<file path="config.mk">
export PLATFORM = sky130hd
export DESIGN_NAME = marching_squares_triangulator
export DESIGN_NICKNAME = d
export VERILOG_FILES = /design/src/rtl/msq_pkg.sv /design/src/rtl/msq_front.sv /design/src/rtl/msq_queue.sv /design/src/rtl/msq_back.sv /design/src/rtl/marching_squares_triangulator.sv
export SDC_FILE = /design/constraint.sdc
export NUM_CORES = 1
export LEC_CHECK = 0
export ABC_AREA = 1
export BUFFER_PORTS_ARGS = -buffer_cell sky130_fd_sc_hd__clkbuf_2
export CAP_MARGIN = 20
export CORE_MARGIN = 1.5
export CORE_UTILIZATION = 60
export DETAILED_ROUTE_END_ITERATION = 12
export PLACE_DENSITY = 0.9
export SETUP_SLACK_MARGIN = 0.3
export SYNTH_ARGS = -nofsm -noshare
export SYNTH_HDL_FRONTEND = slang
export SYNTH_SLANG_ARGS = --single-unit
</file>
<file path="constraint.sdc">
create_clock -name clk_i -period 5.85 [get_ports clk_i]
set_clock_uncertainty 0.05 [all_clocks]
set_input_delay 0.2925 -clock clk_i [delete_from_list [all_inputs] [get_ports clk_i]]
set_output_delay 0.2925 -clock clk_i [all_outputs]
set_load 0.02 [all_outputs]
</file>
<file path="src/rtl/msq_pkg.sv">
// ----------------------------------------------------------------------------
// Marching squares triangulator: shared package
// Widths, register indexes, the triangle table and the cell record.
// ----------------------------------------------------------------------------
`default_nettype none

package msq_pkg;

  localparam int CoordW    = 25;
  localparam int GridW     = 16;
  localparam int CornerW   = 16;
  localparam int CaseW     = 4;
  localparam int CellSizeW = 9;
  localparam int ThreshW   = 16;
  localparam int CfgDataW  = 16;
  localparam int CfgIdxW   = 1;
  localparam int MaxTris   = 5;
  localparam int TriIdxW   = 3;
  localparam int CodeW     = 3;
  localparam int QueueDepth = 2;

  localparam logic [CellSizeW-1:0] CellSizeRst  = 9'd16;
  localparam logic [ThreshW-1:0]   ThresholdRst = 16'd32768;

  // register indexes
  localparam logic [CfgIdxW-1:0] RegCellSize  = 1'b0;
  localparam logic [CfgIdxW-1:0] RegThreshold = 1'b1;

  // offset selectors for a vertex coordinate
  localparam logic [1:0] OffNone = 2'd0;
  localparam logic [1:0] OffHalf = 2'd1;
  localparam logic [1:0] OffFull = 2'd2;

  typedef logic signed [CoordW-1:0] coord_t;

  typedef struct packed {
    logic [CellSizeW-1:0] cell_size;
    logic [ThreshW-1:0]   threshold;
  } cfg_t;

  typedef struct packed {
    coord_t           ox;
    coord_t           oy;
    logic [CaseW-1:0] cell_case;
  } cell_t;

  typedef struct packed {
    coord_t           ax;
    coord_t           ay;
    coord_t           bx;
    coord_t           by_coord;
    coord_t           cx;
    coord_t           cy;
    logic [CaseW-1:0] case_index;
    logic             last_triangle;
  } tri_t;

  // vertex codes: corners tl, tr, br, bl, then midpoints top, right, bottom, left
  localparam logic [CodeW-1:0] TriTable [16][MaxTris][3] = '{
    '{'{0,0,0}, '{0,0,0}, '{0,0,0}, '{0,0,0}, '{0,0,0}},
    '{'{7,3,6}, '{0,0,0}, '{0,0,0}, '{0,0,0}, '{0,0,0}},
    '{'{6,2,5}, '{0,0,0}, '{0,0,0}, '{0,0,0}, '{0,0,0}},
    '{'{7,3,2}, '{7,5,2}, '{0,0,0}, '{0,0,0}, '{0,0,0}},
    '{'{4,1,5}, '{0,0,0}, '{0,0,0}, '{0,0,0}, '{0,0,0}},
    '{'{7,3,6}, '{4,1,5}, '{7,4,6}, '{5,4,6}, '{0,0,0}},
    '{'{4,1,2}, '{4,6,2}, '{0,0,0}, '{0,0,0}, '{0,0,0}},
    '{'{7,3,6}, '{4,1,5}, '{6,2,5}, '{7,4,6}, '{5,4,6}},
    '{'{7,0,4}, '{0,0,0}, '{0,0,0}, '{0,0,0}, '{0,0,0}},
    '{'{4,0,3}, '{4,6,3}, '{0,0,0}, '{0,0,0}, '{0,0,0}},
    '{'{6,2,5}, '{7,0,4}, '{7,4,6}, '{5,4,6}, '{0,0,0}},
    '{'{7,3,6}, '{6,2,5}, '{7,0,4}, '{7,4,6}, '{5,4,6}},
    '{'{7,0,1}, '{7,5,1}, '{0,0,0}, '{0,0,0}, '{0,0,0}},
    '{'{7,3,6}, '{7,0,4}, '{4,1,5}, '{7,4,6}, '{5,4,6}},
    '{'{6,2,5}, '{7,0,4}, '{4,1,5}, '{7,4,6}, '{5,4,6}},
    '{'{0,1,2}, '{0,3,2}, '{0,0,0}, '{0,0,0}, '{0,0,0}}
  };

  localparam logic [TriIdxW-1:0] TriCount [16] = '{
    0, 1, 1, 2, 1, 4, 2, 5, 1, 2, 4, 5, 2, 5, 5, 2
  };

  localparam logic [1:0] OffX [8] = '{OffNone, OffFull, OffFull, OffNone,
                                      OffHalf, OffFull, OffHalf, OffNone};
  localparam logic [1:0] OffY [8] = '{OffNone, OffNone, OffFull, OffFull,
                                      OffNone, OffHalf, OffFull, OffHalf};

endpackage

`default_nettype wire

</file>
<file path="src/rtl/msq_front.sv">
// ----------------------------------------------------------------------------
// Marching squares triangulator: front stage
// Accepts cells, classifies the corners and scales the cell origin.
// ----------------------------------------------------------------------------
`default_nettype none

module msq_front (
  input  wire logic                         clk_i,
  input  wire logic                         rst_ni,
  input  wire msq_pkg::cfg_t                cfg_i,
  input  wire logic                         in_valid_i,
  output logic                              in_ready_o,
  input  wire logic [msq_pkg::GridW-1:0]    cell_x_i,
  input  wire logic [msq_pkg::GridW-1:0]    cell_y_i,
  input  wire logic [msq_pkg::CornerW-1:0]  corner_tl_i,
  input  wire logic [msq_pkg::CornerW-1:0]  corner_tr_i,
  input  wire logic [msq_pkg::CornerW-1:0]  corner_br_i,
  input  wire logic [msq_pkg::CornerW-1:0]  corner_bl_i,
  output logic                              out_valid_o,
  input  wire logic                         out_ready_i,
  output msq_pkg::cell_t                    out_cell_o
);
  import msq_pkg::*;

  localparam int ProdW = CoordW + 1;

  logic                      valid_q, valid_d;
  cell_t                     cell_q;
  logic signed [ProdW-1:0]   prod_x, prod_y;
  logic [CaseW-1:0]          cell_case;
  logic                      take;

  assign in_ready_o = !valid_q || out_ready_i;
  assign take       = in_valid_i && in_ready_o;

  assign prod_x = ProdW'($signed(cell_x_i)) * ProdW'($signed({1'b0, cfg_i.cell_size}));
  assign prod_y = ProdW'($signed(cell_y_i)) * ProdW'($signed({1'b0, cfg_i.cell_size}));

  assign cell_case = {corner_tl_i > cfg_i.threshold, corner_tr_i > cfg_i.threshold,
                      corner_br_i > cfg_i.threshold, corner_bl_i > cfg_i.threshold};

  always_comb begin
    valid_d = valid_q;
    if (take) begin
      valid_d = 1'b1;
    end else if (out_ready_i) begin
      valid_d = 1'b0;
    end
  end

  always_ff @(posedge clk_i or negedge rst_ni) begin
    if (!rst_ni) begin
      valid_q <= 1'b0;
    end else begin
      valid_q <= valid_d;
    end
  end

  always_ff @(posedge clk_i) begin
    if (take) begin
      cell_q.ox        <= prod_x[CoordW-1:0];
      cell_q.oy        <= prod_y[CoordW-1:0];
      cell_q.cell_case <= cell_case;
    end
  end

  assign out_valid_o = valid_q;
  assign out_cell_o  = cell_q;

endmodule

`default_nettype wire

</file>
<file path="src/rtl/msq_queue.sv">
// ----------------------------------------------------------------------------
// Marching squares triangulator: cell queue
// Short first-in first-out buffer between the front and back stages.
// ----------------------------------------------------------------------------
`default_nettype none

module msq_queue #(
  parameter int Depth = msq_pkg::QueueDepth
) (
  input  wire logic           clk_i,
  input  wire logic           rst_ni,
  input  wire logic           push_i,
  input  wire msq_pkg::cell_t data_i,
  output logic                full_o,
  input  wire logic           pop_i,
  output logic                empty_o,
  output msq_pkg::cell_t      head_o
);
  import msq_pkg::*;

  localparam int PtrW = (Depth > 1) ? $clog2(Depth) : 1;
  localparam int CntW = $clog2(Depth + 1);

  cell_t             mem_q [Depth];
  logic [PtrW-1:0]   wr_ptr_q, wr_ptr_d, rd_ptr_q, rd_ptr_d;
  logic [CntW-1:0]   cnt_q, cnt_d;
  logic              do_push, do_pop;

  assign full_o  = (cnt_q == CntW'(Depth));
  assign empty_o = (cnt_q == '0);
  assign do_push = push_i && !full_o;
  assign do_pop  = pop_i && !empty_o;
  assign head_o  = mem_q[rd_ptr_q];

  always_comb begin
    wr_ptr_d = wr_ptr_q;
    rd_ptr_d = rd_ptr_q;
    cnt_d    = cnt_q;
    if (do_push) begin
      wr_ptr_d = (wr_ptr_q == PtrW'(Depth - 1)) ? '0 : wr_ptr_q + 1'b1;
    end
    if (do_pop) begin
      rd_ptr_d = (rd_ptr_q == PtrW'(Depth - 1)) ? '0 : rd_ptr_q + 1'b1;
    end
    if (do_push && !do_pop) begin
      cnt_d = cnt_q + 1'b1;
    end else if (do_pop && !do_push) begin
      cnt_d = cnt_q - 1'b1;
    end
  end

  always_ff @(posedge clk_i or negedge rst_ni) begin
    if (!rst_ni) begin
      wr_ptr_q <= '0;
      rd_ptr_q <= '0;
      cnt_q    <= '0;
    end else begin
      wr_ptr_q <= wr_ptr_d;
      rd_ptr_q <= rd_ptr_d;
      cnt_q    <= cnt_d;
    end
  end

  always_ff @(posedge clk_i) begin
    if (do_push) begin
      mem_q[wr_ptr_q] <= data_i;
    end
  end

endmodule

`default_nettype wire

</file>
<file path="src/rtl/msq_back.sv">
// ----------------------------------------------------------------------------
// Marching squares triangulator: back stage
// Walks the head cell's triangle list, one triangle per cycle unless stalled.
// ----------------------------------------------------------------------------
`default_nettype none

module msq_back (
  input  wire logic           clk_i,
  input  wire logic           rst_ni,
  input  wire msq_pkg::cfg_t  cfg_i,
  input  wire logic           empty_i,
  input  wire msq_pkg::cell_t head_i,
  output logic                pop_o,
  output logic                out_valid_o,
  input  wire logic           out_ready_i,
  output msq_pkg::tri_t       out_tri_o
);
  import msq_pkg::*;

  logic               valid_q, valid_d;
  tri_t               tri_q, tri_d;
  logic [TriIdxW-1:0] k_q, k_d;
  logic [TriIdxW-1:0] n_tris;
  logic               step, emit, last;
  coord_t             size_c, half_c;
  coord_t             vx [3];
  coord_t             vy [3];

  function automatic coord_t offset(input logic [1:0] sel, input coord_t s,
                                    input coord_t h);
    coord_t r;
    case (sel)
      OffHalf: r = h;
      OffFull: r = s;
      default: r = '0;
    endcase
    return r;
  endfunction

  assign size_c = coord_t'({1'b0, cfg_i.cell_size});
  assign half_c = coord_t'({1'b0, cfg_i.cell_size[CellSizeW-1:1]});

  assign n_tris = TriCount[head_i.cell_case];
  assign last   = (k_q == n_tris - 1'b1);
  assign step   = !empty_i && (!valid_q || out_ready_i);
  assign emit   = step && (n_tris != '0);
  // an empty case leaves the queue with no triangle
  assign pop_o  = step && ((n_tris == '0) || last);

  always_comb begin
    for (int v = 0; v < 3; v++) begin
      vx[v] = head_i.ox + offset(OffX[TriTable[head_i.cell_case][k_q][v]], size_c, half_c);
      vy[v] = head_i.oy + offset(OffY[TriTable[head_i.cell_case][k_q][v]], size_c, half_c);
    end
    tri_d.ax            = vx[0];
    tri_d.ay            = vy[0];
    tri_d.bx            = vx[1];
    tri_d.by_coord      = vy[1];
    tri_d.cx            = vx[2];
    tri_d.cy            = vy[2];
    tri_d.case_index    = head_i.cell_case;
    tri_d.last_triangle = last;
  end

  always_comb begin
    valid_d = valid_q;
    k_d     = k_q;
    if (emit) begin
      valid_d = 1'b1;
      k_d     = last ? '0 : k_q + 1'b1;
    end else if (out_ready_i) begin
      valid_d = 1'b0;
    end
  end

  always_ff @(posedge clk_i or negedge rst_ni) begin
    if (!rst_ni) begin
      valid_q <= 1'b0;
      k_q     <= '0;
    end else begin
      valid_q <= valid_d;
      k_q     <= k_d;
    end
  end

  always_ff @(posedge clk_i) begin
    if (emit) begin
      tri_q <= tri_d;
    end
  end

  assign out_valid_o = valid_q;
  assign out_tri_o   = tri_q;

endmodule

`default_nettype wire

</file>
<file path="src/rtl/marching_squares_triangulator.sv">
// ----------------------------------------------------------------------------
// Marching squares triangulator: top level
// Turns grid cells into the triangles of their marching squares case.
// ----------------------------------------------------------------------------
// One cell in, zero to five triangles out. The front stage takes a cell every
// cycle while the cell queue has room, compares the corners with the threshold
// and scales the origin by the cell size; the back stage then emits one
// triangle of the head cell per cycle while the result channel is not
// stalled, and pops an empty cell without a triangle. The first triangle of
// a cell passes the front register, the cell queue and the output register.
// Register writes are only to be made while no cell is in flight.
`default_nettype none

module marching_squares_triangulator #(
  parameter int FifoDepth = msq_pkg::QueueDepth
) (
  input  wire logic                          clk_i,
  input  wire logic                          rst_ni,
  input  wire logic                          cfg_we_i,
  input  wire logic [msq_pkg::CfgIdxW-1:0]   cfg_index_i,
  input  wire logic [msq_pkg::CfgDataW-1:0]  cfg_wdata_i,
  input  wire logic                          s_axis_tvalid,
  output logic                               s_axis_tready,
  // cell_x, cell_y, corner_tl, corner_tr, corner_br, corner_bl
  input  wire logic [95:0]                   s_axis_tdata,
  output logic                               m_axis_tvalid,
  input  wire logic                          m_axis_tready,
  // ax, ay, bx, by_coord, cx, cy, two zero bits
  output logic [151:0]                       m_axis_tdata,
  // case_index
  output logic [msq_pkg::CaseW-1:0]          m_axis_tuser,
  output logic                               m_axis_tlast
);
  import msq_pkg::*;

  logic [CellSizeW-1:0] cell_size_q;
  logic [ThreshW-1:0]   threshold_q;
  cfg_t                 cfg;
  logic                 f_valid, q_full, q_empty, q_pop;
  cell_t                f_cell, q_head;
  tri_t                 out_tri;

  always_ff @(posedge clk_i or negedge rst_ni) begin
    if (!rst_ni) begin
      cell_size_q <= CellSizeRst;
      threshold_q <= ThresholdRst;
    end else if (cfg_we_i) begin
      case (cfg_index_i)
        RegCellSize:  cell_size_q <= cfg_wdata_i[CellSizeW-1:0];
        RegThreshold: threshold_q <= cfg_wdata_i[ThreshW-1:0];
        default: ;
      endcase
    end
  end

  assign cfg.cell_size = cell_size_q;
  assign cfg.threshold = threshold_q;

  msq_front u_front (
    .clk_i       (clk_i),
    .rst_ni      (rst_ni),
    .cfg_i       (cfg),
    .in_valid_i  (s_axis_tvalid),
    .in_ready_o  (s_axis_tready),
    .cell_x_i    (s_axis_tdata[15:0]),
    .cell_y_i    (s_axis_tdata[31:16]),
    .corner_tl_i (s_axis_tdata[47:32]),
    .corner_tr_i (s_axis_tdata[63:48]),
    .corner_br_i (s_axis_tdata[79:64]),
    .corner_bl_i (s_axis_tdata[95:80]),
    .out_valid_o (f_valid),
    .out_ready_i (!q_full),
    .out_cell_o  (f_cell)
  );

  msq_queue #(
    .Depth (FifoDepth)
  ) u_queue (
    .clk_i   (clk_i),
    .rst_ni  (rst_ni),
    .push_i  (f_valid),
    .data_i  (f_cell),
    .full_o  (q_full),
    .pop_i   (q_pop),
    .empty_o (q_empty),
    .head_o  (q_head)
  );

  msq_back u_back (
    .clk_i       (clk_i),
    .rst_ni      (rst_ni),
    .cfg_i       (cfg),
    .empty_i     (q_empty),
    .head_i      (q_head),
    .pop_o       (q_pop),
    .out_valid_o (m_axis_tvalid),
    .out_ready_i (m_axis_tready),
    .out_tri_o   (out_tri)
  );

  assign m_axis_tdata = {2'b00, out_tri.cy, out_tri.cx, out_tri.by_coord,
                         out_tri.bx, out_tri.ay, out_tri.ax};
  assign m_axis_tuser = out_tri.case_index;
  assign m_axis_tlast = out_tri.last_triangle;

endmodule

`default_nettype wire

</file>
==> out/metrics.csv <==
stage,metric,value,unit
clock_tree,Root Buffer,clkbuf_16,
place,Cells after DPL,4323,
cells_and_area,P&R area growth vs syn,10.8,%
setup_path,crit path DAT,5.67,ns
sta,Final Max Slew Viols,0,
synthesis,Yosys reg bits,351,
sta,RSZ-0062 raised after global routing,yes,
setup_path,Critical Path End Type,flip-flop,
worst_hold_path,Worst Hold Depth,3,
setup_path,reg2reg path depth,17,
setup_path,CP max FO,10,
cells_and_area,Final nets,4314,
clock_tree,CTS max path bufs,3,
sta,Final Hold Fails,0,
sta,total negative slack,0,ns
sta,fin crit period,5.41,ns
synthesis,Syn Inst Count,3449,
synthesis,ys flop type,edfxtp_1,
synthesis,Post-synth EDFFs,317,
synthesis,"FFs w/ async S/R, synth",9.69,%
route,DRC,0,
floorplanning,io pins,277,
outcome,outcome,"complete, no violations",
global_route,first-pass GRT wire length,119,mm
cells_and_area,Filler Cell Count,3798,
setup_path,WP data required,6.10,ns
floorplanning,standard-cell row count,82,
route,routed wire length,72.4,mm
global_route,initial antenna violation count,1,
cells_and_area,"most common cell after layout, fill and taps aside",nand2_1,
synthesis,Synth Area per Inst,8.84,µm²
route,WL/cell,16.5,µm
sta,relative slew slack,34.3,%
clock_tree,clk sinks,351,
clock_tree,TritonCTS clock tree,built,
global_route,largest net degree at the start of global routing,127,
place,IO Port Bufs,274,
synthesis,sequential fraction of the synthesis area,34.0,%
setup_path,reg2reg end,u_front.out_cell_o[52],
sta,Worst-Margin Slew,0.985,ns
setup_path,Setup CP Type,reg2reg,
clock_tree,H-Tree Level Count,2,
floorplanning,initial core utilization,60.8,%
setup_path,flop2flop setup slack,0.44,ns
setup_path,crit path from,cell_size_q[4],
synthesis,number of synthesis warnings,0,
clock_tree,Clock Latency Late Sink,0.56,ns
synthesis,unique cell type count in the Yosys netlist,52,
sta,final setup violation count,0,
place,post-detail-place hpwl,57.4,mm
floorplanning,die height,228,µm
route,Pre-antenna DRT Iters,8,
worst_hold_path,hold_sp,cfg_wdata_i[0],
cells_and_area,most frequent cells in the layout,"nand2_1 (897), inv_1 (631), edfxtp_1 (317)",
route,Initial DRC Count,1991,
sta,Max Freq,185,MHz
floorplanning,chip width,228,µm
setup_path,CP startpoint kind,flip-flop,
global_route,Total Routing Usage GR,28.0,%
route,DR vias/cell,5.45,
worst_hold_path,Hold Crit Endpoint,cell_size_q[0],
flow_run,Max Cap Viol,0,
cells_and_area,fraction of layout cells with a size suffix above 1,13.2,%
global_route,vias in the first global route,24276,
floorplanning,area of the core,50200,µm²
setup_path,FF-to-FF Start,cell_size_q[4],
clock_tree,CTS clock-pin slew for the worst setup and hold paths,0.07,ns
sta,period utilization,92.5,%
route,via count,23995,
place,GPL Wtd Cong,0.999,
clock_tree,total CTS buffers,35,
cells_and_area,Layout Cells excl Fill,4401,
synthesis,area of the mapped netlist,30500,µm²
worst_hold_path,Hold Crit Class,in2reg,
floorplanning,die footprint,52200,µm²
route,"antenna viol nets, final",0,
global_route,gr ovfl total,0,
## cells by family (layout without fill, tap and decap cells)
logic type,count (synthesis),in the layout,share of synthesized area [%]
simple gates,1302,1302,18.1
buf+inv,761,1039,9.74
fa+ha+maj,492,492,26.2
compound gates,355,355,6.62
flops,351,351,34.0
xor+xnor,187,187,5.37
other cells,1,3,0.0123
## stage by stage
| stage | hold WS (ns) | worst slack, ns | instance area, µm² | utilization (%) |
|---|---|---|---|---|
| 2_1_floorplan | -0.0531 | 0.615 | 30500 | - |
| 3_3_place_gp | 0.372 | 0.387 | 32500 | 64.8 |
| 3_5_place_dp | 0.381 | 0.311 | 32500 | 64.8 |
| 4_1_cts | 0.0220 | 0.408 | 33700 | 67.2 |
| 5_1_grt | 0.0535 | 0.197 | 33800 | 67.3 |
| 6_report | 0.0258 | 0.437 | 33800 | 67.3 |
## registers in the layout, summed over array words and instances, names as in the netlist, 2 cells and up
| name | count |
|---|---|
| u_queue.cnt_q | 2 |
| u_back.k_q | 3 |
| u_queue.mem_q | 108 |
| u_front.out_cell_o | 54 |
| threshold_q | 16 |
| cell_size_q | 9 |
| u_back.out_tri_o | 155 |
## per-layer routing
layer  vias to the layer above  track usage, %  share of wire [%]
li1                      11394               -                  -
met1                     11361            36.6                 42
met2                      1032            47.5                 48
met3                       208            4.09                7.0
met4                         0            10.6                3.4
met5                         -               0                  0
## what timing repair did
item / 4_1_cts / 5_1_grt
resized for setup: 2 / 17
buffers inserted: 0 / 2
setup endpoints to repair: 1 / 30
endpoints found under the hold margin: 48 / 0
pin swaps: 0 / 0
hold buffers: 14 / 0
## worst max path at each step
stage	slack (ns)	cells after the start	end
2_1_floorplan	0.62	15	u_back.k_q[2]
5_1_grt	0.20	18	u_front.out_cell_o[52]
4_1_cts	0.41	15	u_front.out_cell_o[42]
3_3_place_gp	0.39	15	u_front.out_cell_o[42]
3_5_place_dp	0.31	19	u_front.out_cell_o[26]
6_report	0.44	17	u_front.out_cell_o[52]
## worst max-delay path: stages, from the launching register on
cell,delay (ns)
dfstp_4,0.71
clkbuf_4,0.24
nand2_1,0.09
fa_1,0.50
inv_1,0.07
fa_1,0.48
fa_1,0.52
fa_1,0.55
inv_1,0.06
fa_1,0.53
inv_1,0.04
ha_1,0.37
nand2_1,0.09
o21ai_0,0.35
o21bai_1,0.24
nand2_1,0.13
nand4_1,0.11
nand2_1,0.06
## cell type report
class	count	area [µm²]	share of cell area (%)
multi-input cells	2338	17200	50.9
flip-flops and latches	351	10400	30.8
inverters	654	2450	7.27
repair buffers	324	1840	5.46
clock buffers	39	891	2.64
well taps	672	841	2.49
clock inverters	22	158	0.467
diodes	1	2.50	0.00741
## synthesized netlist by cell type (9+ instances only)
cell type / number / area (µm²)
a21o_1: 12 / 90.1
a21oi_1: 177 / 886
a31oi_1: 9 / 56.3
buf_1: 26 / 97.6
buf_2: 10 / 50.1
clkbuf_1: 58 / 218
dfrtp_1: 32 / 801
edfxtp_1: 317 / 9520
fa_1: 244 / 4880
ha_1: 248 / 3100
inv_1: 632 / 2370
inv_2: 22 / 82.6
nand2_1: 897 / 3370
nand2_2: 29 / 181
nand3_1: 128 / 641
nand4_1: 38 / 238
nor2_1: 131 / 492
nor2_2: 16 / 100
nor3_1: 22 / 110
o21ai_0: 96 / 480
o21ai_1: 12 / 60.1
o21ai_2: 10 / 87.6
or2_2: 10 / 62.6
xnor2_1: 40 / 350
xor2_1: 147 / 1290
Power is not shown: default switching activity piles up to over one toggle a cycle in this logic, so the estimate is an artifact.
